### src/rtl/rrn_pkg.sv
// rrn_pkg: shared types, constants and register codes for the row rms normalizer
// used by rrn_ctrl, rrn_dp and row_rms_normalizer
package rrn_pkg;

    localparam int LANES       = 4;
    localparam int LANE_SH     = $clog2(LANES);
    localparam int DW          = 16;
    localparam int LEN_W       = 9;
    localparam int EPS_W       = 32;
    localparam int SUM_W       = 40;
    localparam int VN_W        = 62;
    localparam int R_W         = 32;
    localparam int T_W         = 34;
    localparam int SH_W        = 5;
    localparam int GRP_W       = 7;
    localparam int CNT_W       = 6;
    localparam int MAX_ROW_DEF = 256;
    localparam int NEWTON_DEF  = 4;

    // configuration register indexes
    localparam logic [1:0] REG_ROW_LEN    = 2'd0;
    localparam logic [1:0] REG_EPSILON    = 2'd1;
    localparam logic [1:0] REG_USE_WEIGHT = 2'd2;

    localparam logic [LEN_W-1:0] ROW_LEN_RST = 9'd128;
    localparam logic [EPS_W-1:0] EPS_RST     = 32'd1;

    // newton phases
    localparam logic [1:0] PH_SQ  = 2'd0;
    localparam logic [1:0] PH_MUL = 2'd1;
    localparam logic [1:0] PH_UPD = 2'd2;

    // start values of r in Q2.30: 1.75 and about 1.2
    localparam logic [R_W-1:0] R_INIT_LO = 32'd1879048192;
    localparam logic [R_W-1:0] R_INIT_HI = 32'd1288490189;
    localparam logic [T_W-1:0] THREE_Q30 = 34'h0C0000000;

    typedef logic [LANES-1:0] t_lane_mask;

    typedef struct packed {
        logic signed [DW-1:0] x0;
        logic signed [DW-1:0] x1;
        logic signed [DW-1:0] x2;
        logic signed [DW-1:0] x3;
        logic signed [DW-1:0] w0;
        logic signed [DW-1:0] w1;
        logic signed [DW-1:0] w2;
        logic signed [DW-1:0] w3;
    } t_in_item;

    typedef struct packed {
        logic signed [DW-1:0] y0;
        logic signed [DW-1:0] y1;
        logic signed [DW-1:0] y2;
        logic signed [DW-1:0] y3;
        logic                 row_end;
    } t_out_item;

    typedef struct packed {
        logic              load;
        t_lane_mask        lane_en;
        logic [GRP_W-1:0]  wr_grp;
        logic              sum_clr;
        logic              div_init;
        logic              div_step;
        logic              norm_init;
        logic              norm_step;
        logic              newt_init;
        logic              newt_go;
        logic [1:0]        newt_ph;
        logic              rd;
        logic [GRP_W-1:0]  rd_grp;
        t_lane_mask        rd_mask;
        logic              rd_last;
        logic [LEN_W-1:0]  len;
        logic [EPS_W-1:0]  eps;
        logic              use_w;
    } t_dp_cmd;

    typedef struct packed {
        logic norm_done;
        logic inf;
        logic pipe_busy;
    } t_dp_stat;

endpackage

### src/rtl/rrn_ctrl.sv
// rrn_ctrl: configuration registers, row fill counter and sequencing fsm
// depends on rrn_pkg
module rrn_ctrl import rrn_pkg::*; #(
    parameter int MAX_ROW      = MAX_ROW_DEF,
    parameter int NEWTON_STEPS = NEWTON_DEF
) (
    input  logic             i_clk,
    input  logic             i_rst_n,
    input  logic             start,
    output logic             busy,
    input  logic             i_cfg_valid,
    output logic             o_cfg_ready,
    input  logic [1:0]       i_cfg_index,
    input  logic [EPS_W-1:0] i_cfg_data,
    input  t_dp_stat         i_stat,
    output t_dp_cmd          o_cmd
);

    localparam int SW = $clog2(NEWTON_STEPS + 1);

    typedef enum logic [5:0] {
        S_IDLE  = 6'b000001,
        S_DIV   = 6'b000010,
        S_NORM  = 6'b000100,
        S_NEWT  = 6'b001000,
        S_DRAIN = 6'b010000,
        S_WAIT  = 6'b100000
    } t_state;

    t_state           r_state, n_state;
    logic [LEN_W-1:0] r_row_len;
    logic [EPS_W-1:0] r_eps;
    logic             r_use_w;
    logic [LEN_W-1:0] r_count, n_count;
    logic [CNT_W-1:0] r_cnt, n_cnt;
    logic [SW-1:0]    r_step, n_step;
    logic [1:0]       r_ph, n_ph;
    logic [GRP_W-1:0] r_grp, n_grp;

    logic [LEN_W-1:0] len;
    logic [LEN_W-1:0] groups;
    logic             acc;
    logic             complete;
    logic             cfg_wr;
    logic             last_grp;
    t_lane_mask       lane_en;
    t_lane_mask       rd_mask;

    assign o_cfg_ready = 1'b1;
    assign cfg_wr      = i_cfg_valid;
    assign busy        = (r_state != S_IDLE);
    assign acc         = start && (r_state == S_IDLE);

    always_comb begin
        if (r_row_len == '0) begin
            len = LEN_W'(1);
        end else if (r_row_len > LEN_W'(MAX_ROW)) begin
            len = LEN_W'(MAX_ROW);
        end else begin
            len = r_row_len;
        end
    end

    assign groups   = LEN_W'((len + LEN_W'(LANES - 1)) >> LANE_SH);
    assign complete = ({1'b0, r_count} + (LEN_W+1)'(LANES)) >= {1'b0, len};
    assign last_grp = (LEN_W'(r_grp) + LEN_W'(1)) == groups;

    always_comb begin
        for (int j = 0; j < LANES; j++) begin
            lane_en[j] = ({1'b0, r_count} + (LEN_W+1)'(j)) < {1'b0, len};
            rd_mask[j] = (((LEN_W+1)'(r_grp) << LANE_SH) + (LEN_W+1)'(j)) < {1'b0, len};
        end
    end

    always_comb begin
        n_state = r_state;
        n_count = r_count;
        n_cnt   = r_cnt;
        n_step  = r_step;
        n_ph    = r_ph;
        n_grp   = r_grp;
        o_cmd   = '0;
        o_cmd.len     = len;
        o_cmd.eps     = r_eps;
        o_cmd.use_w   = r_use_w;
        o_cmd.lane_en = lane_en;
        o_cmd.wr_grp  = GRP_W'(r_count >> LANE_SH);
        o_cmd.newt_ph = r_ph;
        o_cmd.rd_grp  = r_grp;
        o_cmd.rd_mask = rd_mask;
        o_cmd.rd_last = last_grp;

        if (cfg_wr && i_cfg_index == REG_ROW_LEN) begin
            n_count       = '0;
            o_cmd.sum_clr = 1'b1;
        end

        unique case (r_state)
            S_IDLE: begin
                if (acc) begin
                    o_cmd.load = 1'b1;
                    if (complete) begin
                        n_count = '0;
                        n_cnt   = '0;
                        n_state = S_DIV;
                    end else begin
                        n_count = r_count + LEN_W'(LANES);
                    end
                end
            end
            S_DIV: begin
                if (r_cnt == '0) begin
                    o_cmd.div_init = 1'b1;
                    n_cnt = r_cnt + CNT_W'(1);
                end else begin
                    o_cmd.div_step = 1'b1;
                    if (r_cnt == CNT_W'(SUM_W)) begin
                        n_cnt   = '0;
                        n_state = S_NORM;
                    end else begin
                        n_cnt = r_cnt + CNT_W'(1);
                    end
                end
            end
            S_NORM: begin
                if (r_cnt == '0) begin
                    o_cmd.norm_init = 1'b1;
                    n_cnt = CNT_W'(1);
                end else if (i_stat.inf) begin
                    n_grp   = '0;
                    n_state = S_DRAIN;
                end else if (i_stat.norm_done) begin
                    n_cnt   = '0;
                    n_state = S_NEWT;
                end else begin
                    o_cmd.norm_step = 1'b1;
                end
            end
            S_NEWT: begin
                if (r_cnt == '0) begin
                    o_cmd.newt_init = 1'b1;
                    n_cnt  = CNT_W'(1);
                    n_step = '0;
                    n_ph   = PH_SQ;
                end else if (r_step == SW'(NEWTON_STEPS)) begin
                    n_grp   = '0;
                    n_state = S_DRAIN;
                end else begin
                    o_cmd.newt_go = 1'b1;
                    if (r_ph == PH_UPD) begin
                        n_ph   = PH_SQ;
                        n_step = r_step + SW'(1);
                    end else begin
                        n_ph = r_ph + 2'd1;
                    end
                end
            end
            S_DRAIN: begin
                o_cmd.rd = 1'b1;
                n_grp    = r_grp + GRP_W'(1);
                if (last_grp) begin
                    n_state = S_WAIT;
                end
            end
            S_WAIT: begin
                if (!i_stat.pipe_busy) begin
                    n_state = S_IDLE;
                end
            end
            default: begin
                n_state = S_IDLE;
            end
        endcase
    end

    always_ff @(posedge i_clk) begin
        if (!i_rst_n) begin
            r_state   <= S_IDLE;
            r_row_len <= ROW_LEN_RST;
            r_eps     <= EPS_RST;
            r_use_w   <= 1'b1;
            r_count   <= '0;
            r_cnt     <= '0;
            r_step    <= '0;
            r_ph      <= PH_SQ;
            r_grp     <= '0;
        end else begin
            r_state <= n_state;
            r_count <= n_count;
            r_cnt   <= n_cnt;
            r_step  <= n_step;
            r_ph    <= n_ph;
            r_grp   <= n_grp;
            if (cfg_wr) begin
                unique case (i_cfg_index)
                    REG_ROW_LEN:    r_row_len <= i_cfg_data[LEN_W-1:0];
                    REG_EPSILON:    r_eps     <= i_cfg_data;
                    REG_USE_WEIGHT: r_use_w   <= i_cfg_data[0];
                    default: ;
                endcase
            end
        end
    end

`ifndef SYNTHESIS
    a_idle_count: assert property (@(posedge i_clk) disable iff (!i_rst_n)
        (r_state == S_IDLE) |-> (r_count < len))
        else $error("partial row count reached row length");
    a_row_done: assert property (@(posedge i_clk) disable iff (!i_rst_n)
        (acc && complete) |=> (r_state == S_DIV))
        else $error("completed row did not start the division");
    a_drain_grp: assert property (@(posedge i_clk) disable iff (!i_rst_n)
        (r_state == S_DRAIN) |-> (LEN_W'(r_grp) < groups))
        else $error("drain read past the last group");
    a_idle_pipe: assert property (@(posedge i_clk) disable iff (!i_rst_n)
        (r_state == S_IDLE) |-> !i_stat.pipe_busy)
        else $error("scale pipeline busy while idle");
`endif

endmodule

### config.mk
export PLATFORM = sky130hd
export DESIGN_NAME = rrn_ctrl
export DESIGN_NICKNAME = d
export VERILOG_FILES = /design/src/rtl/rrn_pkg.sv /design/src/rtl/rrn_ctrl.sv
export SDC_FILE = /design/constraint.sdc
export NUM_CORES = 1
export LEC_CHECK = 0
export ABC_AREA = 1
export BUFFER_PORTS_ARGS = -buffer_cell sky130_fd_sc_hd__buf_4
export CAP_MARGIN = 10
export CORE_UTILIZATION = 50
export CTS_CLUSTER_SIZE = 16
export DETAILED_ROUTE_END_ITERATION = 10
export PLACE_DENSITY = 0.77
export SYNTH_ARGS = -nofsm -noshare
export SYNTH_HDL_FRONTEND = slang
export SYNTH_SLANG_ARGS = --single-unit
### constraint.sdc
create_clock -name i_clk -period 2.3 [get_ports i_clk]
set_input_delay 0.115 -clock i_clk [delete_from_list [all_inputs] [get_ports i_clk]]
set_output_delay 0.115 -clock i_clk [all_outputs]
set_load 0.03 [all_outputs]
==> After elaboration in Yosys (flattened, before gate mapping) <==
Cells that the tools add are included.
{ "word_totals": {"reg_bits": 75, "word_cells": 129, "inputBits": 41} }
{ "classes": {"n_eq_ne": 28, "n_lt_le_gt_ge": 10, "n_addsub": 14, "n_reduce_logical": 16, "mux": 52} }
{ "ops": {"columns": ["operator", "count"], "rows": [
  ["2-to-1 mux 6 bit", 19],
  ["< comparator 10 x 9 -> 1 bit", 6],
  ["2-to-1 mux 9 bit", 6],
  ["adder 9 x 2 -> 10 bit, second input constant", 4],
  ["case mux 6 bit (6 select lines)", 1],
  ["2-to-1 mux 7 bit", 4],
  ["inequality test 2 bit, second input constant", 12],
  ["case mux 6 bit (4 select lines)", 1],
  ["case mux 7 bit (3 select lines)", 1],
  ["adder 9 x 1 -> 10 bit, second input constant", 2],
  ["< comparator 9 bit", 2],
  ["equality test 6 bit, second input constant", 2],
  ["2-to-1 mux 2 bit", 6],
  ["2-to-1 mux 1 bit", 11],
  ["adder 9 x 3 -> 10 bit, second input constant", 1],
  ["greater-or-equal comparator 10 x 9 -> 1 bit", 1],
  ["AND reduction 10 bit", 1],
  ["adder 9 x 2 -> 9 bit, second input constant", 1],
  ["adder 9 x 3 -> 9 bit, second input constant", 1],
  ["greater-than comparator 9 bit, second input constant", 1],
  ["zero test 9 bit", 1],
  ["2-to-1 mux 3 bit", 3],
  ["inequality test 3 bit, second input constant", 3],
  ["adder 7 x 1 -> 8 bit, second input constant", 1],
  ["24 further kinds", 29]
]} }

==> Logic depth before layout (Yosys ltp) <==
{ "logic_depth": {"word_depth": 7, "depth_mapped": 18, "depth_no_buf": 18} }

==> Worst setup path before layout <==
No wires, ideal clock.
{ "synth_path": {"kind": "register -> output", "from": "register r_count[2]", "to": "output port o_cmd[72] (netlist bit)", "path_stages_with_launch": 11, "setup_slack_ps": -352, "n_path_buf": 0, "t_required_ps": 2185, "arrival_ps": 2537, "cell_sequence": "dfxtp_1 -> ha_1 -> nand2_1 -> nor2_1 -> xor2_1 -> nor2_1 -> a21oi_1 -> ha_1 -> nand4_1 -> inv_1 -> a211oi_1"} }
{ "synth_lines": {"columns": ["element", "line_no", "source"], "rows": [
  ["start: declaration", "rrn_ctrl.sv:34", "logic [LEN_W-1:0] r_count, n_count;"],
  ["start signal: assignment", "rrn_ctrl.sv:189", "r_count <= n_count;"],
  ["end: declaration", "rrn_ctrl.sv:16", "output t_dp_cmd o_cmd"]
]} }

==> impl_metrics.tcl <==
set metrics [dict create \
    yosysSeqAreaShare_pct 27.38 \
    r2r_start "r_count[2]$_SDFF_PN0_" \
    max-slew-margin-rel_pct 44.43 \
    grt_pass1_wl_um 26880 \
    vias 6179 \
    p_leak_nw 3.749 \
    crit_cells 16 \
    clkLatencyLatePin_ns 0.36 \
    rsz0062_at_grt "true" \
    drive_gt1_share_pct 42.09 \
    postSynthCellCount 767 \
    cts_made_buffers 9 \
    ys_top_cells_by_area "dfxtp_1, ha_1, nor2_1" \
    tightest_slew_ns 0.8326 \
    netlist.area_leader.share_pct 27.38 \
    layout.nets 1047 \
    grt-ovfl-total 0 \
    die_y_um 106.7 \
    clock_sinks 75 \
    ys_ff_latch 75 \
    avgSynthCellArea_um2 7.148 \
    clk_pin_slew_worst_paths_ns 0.10 \
    synth_flop_cell "dfxtp_1" \
    synth_edf_count 0 \
    cp-start-kind "flop" \
    grt_usage_pct 29.51 \
    antenna_found_initial 0 \
    totalWireLength_um 18700 \
    irDropWorstVdd_mv 0.5249 \
    setup_viol 30 \
    crit_family "simple AND/OR/NAND/NOR gates" \
    mappedNetlistNets 864 \
    fin_ws_ns -0.4196 \
    rr_endpoint "r_state[2]$_SDFFE_PN0P_" \
    hold_class "input port to flop" \
    routabilityCongestion 0.9255 \
    hold_viol_final 0 \
    crit_fanout 2 \
    wl_per_cell_um 17.14 \
    synth_most_common_cell "nor2_1" \
    cts_buffer_depth 2 \
    synth_common_cells "nor2_1, nand2_1, inv_1, dfxtp_1, ha_1" \
    fmax_mhz 367.7 \
    syn-cell-area_um2 5483 \
    max_cap_violations 0 \
    critPathMostFrequentCell "nor2_1" \
    placementRows 37 \
    yosys.area.top_type "dfxtp_1" \
    cp-endpoint "o_cmd[71]" \
    power.density_nw_per_um2 645.6 \
    pre_cts_slack_ns -0.07782 \
    layout_min_cycle_time_ns 2.720 \
    final_max_slew_viol_count 0 \
    dieArea_um2 11390 \
    viasPerCell 5.664 \
    synthArstFlopShare_pct 0 \
    worstPathCellList "nor2_2 -> nand2_1 -> nor2_2 -> nand2_4 -> nand2_4 -> ha_4 -> nor2_1 -> nor2_1 -> o21bai_1 -> a21oi_2 -> nor2_1 -> o211ai_1 -> nand2_1 -> a21o_1 -> a21oi_2 -> buf_6" \
    r2r_cells 16 \
    arrival_ns 2.60 \
    cts_tree "yes" \
    rrSetupSlack_ns -0.30 \
    drc_errors 0 \
    antenna_left 0 \
    ys_warn_count 0 \
    cts.root.buffer_cell "clkbuf_8" \
    coreArea_um2 10460 \
    synth_cell_types 54 \
    required_ns 2.18 \
    grt_pass1_vias 5765 \
    boundaryPins 119 \
    skew_ns 0.01482 \
    crit_buf_inv 1 \
    syn_to_final_growth_pct 44.55 \
    initial_utilization_pct 52.40 \
    startpoint "r_row_len[2]$_SDFFE_PN0P_" \
    htreeDepth 3 \
    die_x_um 106.7 \
    antenna_cells 0 \
    grt_max_degree 46 \
    drt_iter0_drc 373 \
    status "finished with violations" \
    worst_path_largest_cell_delay_ns 0.34 \
    end_kind "output port" \
    io_buffers 117 \
    crit_slowest_cell "dfxtp_2" \
    critical_path_class "flop to output port" \
    whs_ns 0.009201 \
    place_hpwl_um 11960 \
    first_pass_iters 8 \
    failed_checks "setup timing" \
    finalCritPeriodShare_pct 118.2 \
]
[power by group]
| group | leakage, nW | internal (mW) | switching [mW] |
|---|---|---|---|
| Sequential | 0.618 | 1.39 | 0.0998 |
| Clock | 0.103 | 0.519 | 0.568 |
| Combinational | 3.03 | 0.937 | 1.60 |
| Total | 3.75 | 2.85 | 2.27 |
[worst register-to-register path, delay by kind of cell, from the launching register on]
family        cells  cell delay, ns
flops             1            0.44
simple gates     11            1.21
fa+ha+maj         2            0.46
xor+xnor          1            0.09
buf+inv           2            0.29
[state kept, by name, indices dropped and copies added, names as in the netlist]
signal / flops
r_cnt: 6
r_count: 9
r_eps: 32
r_grp: 7
r_ph: 2
r_row_len: 9
r_state: 6
r_step: 3
r_use_w: 1
[cell type report]
cell class	instances	area, um^2
multi-input cells	558	4024
fillers	733	2537
repair buffers	202	1564
flip-flops and latches	75	1534
inverters	104	429.2
well taps	136	170.2
clock buffers	9	123.9
clock inverters	7	80.08
[cell families (layout without fill, tap and decap cells)]
| family | Yosys count | count (layout) | synth area share (%) |
|---|---|---|---|
| xor+xnor | 22 | 22 | 3.514 |
| simple gates | 343 | 343 | 32.11 |
| compound gates | 136 | 136 | 13.69 |
| flops | 75 | 75 | 27.38 |
| other cells | 1 | 1 | 0.06840 |
| buf+inv | 134 | 322 | 10.45 |
| fa+ha+maj | 56 | 56 | 12.78 |
[placed cells by master (no fill, tap or decap), types with 9 or more instances in the layout]
master / Yosys / layout
a21oi_1: 52 / 27
a21oi_2: 1 / 24
buf_4: 13 / 191
clkbuf_8: 0 / 9
dfxtp_1: 75 / 61
ha_1: 56 / 45
ha_4: 0 / 10
inv_1: 92 / 83
nand2_1: 109 / 85
nand2_2: 11 / 21
nand2_4: 2 / 15
nand3_1: 37 / 29
nand3_2: 5 / 12
nand4_1: 9 / 9
nor2_1: 122 / 111
nor2_2: 5 / 10
nor2_4: 8 / 14
o21ai_0: 50 / 45
xor2_1: 19 / 16
[timing repair]
item | CTS | global route
pin swaps | 37 | 63
hold buffers | 1 | 0
gates resized for setup | 81 | 99
hold endpoints to repair | 1 | 0
setup endpoints to repair | 26 | 29
setup buffers | 23 | 18
[worst min path at each step]
stage	startpoint	endpoint	slack, ns	depth (start not counted)
after floorplan	i_cfg_data[7]	r_row_len[7]$_SDFFE_PN1P_	0.23	2
after global placement	i_cfg_data[7]	r_row_len[7]$_SDFFE_PN1P_	0.34	3
after detailed placement	i_cfg_data[7]	r_row_len[7]$_SDFFE_PN1P_	0.36	3
after CTS	i_cfg_data[18]	r_eps[18]$_SDFFE_PN0P_	0.005	3
after global routing	i_cfg_data[14]	r_eps[14]$_SDFFE_PN0P_	0.01	3
final	i_cfg_data[17]	r_eps[17]$_SDFFE_PN0P_	0.009	3
[stage by stage]
step / utilization (%) / area (um^2) / setup TNS, ns / total power, mW / instances
2_1_floorplan: - / 5502 / 0 / 2.863 / 767
3_3_place_gp: 64.42 / 6740 / 0 / 3.386 / 1038
3_5_place_dp: 64.42 / 6740 / -0.4805 / 3.441 / 1038
4_1_cts: 70.88 / 7416 / -1.220 / 4.634 / 1077
5_1_grt: 75.75 / 7925 / -7.721 / 5.357 / 1091
6_report: 75.75 / 7925 / -5.166 / 5.117 / 1091
[layer usage]
metal  global-route usage (%)  wire, um
met5                        0         0
met4                    11.35       838
met3                    5.775      1598
met2                    50.92      8931
met1                    36.05      7327
Note: power is estimated with default switching activity, not from simulation.
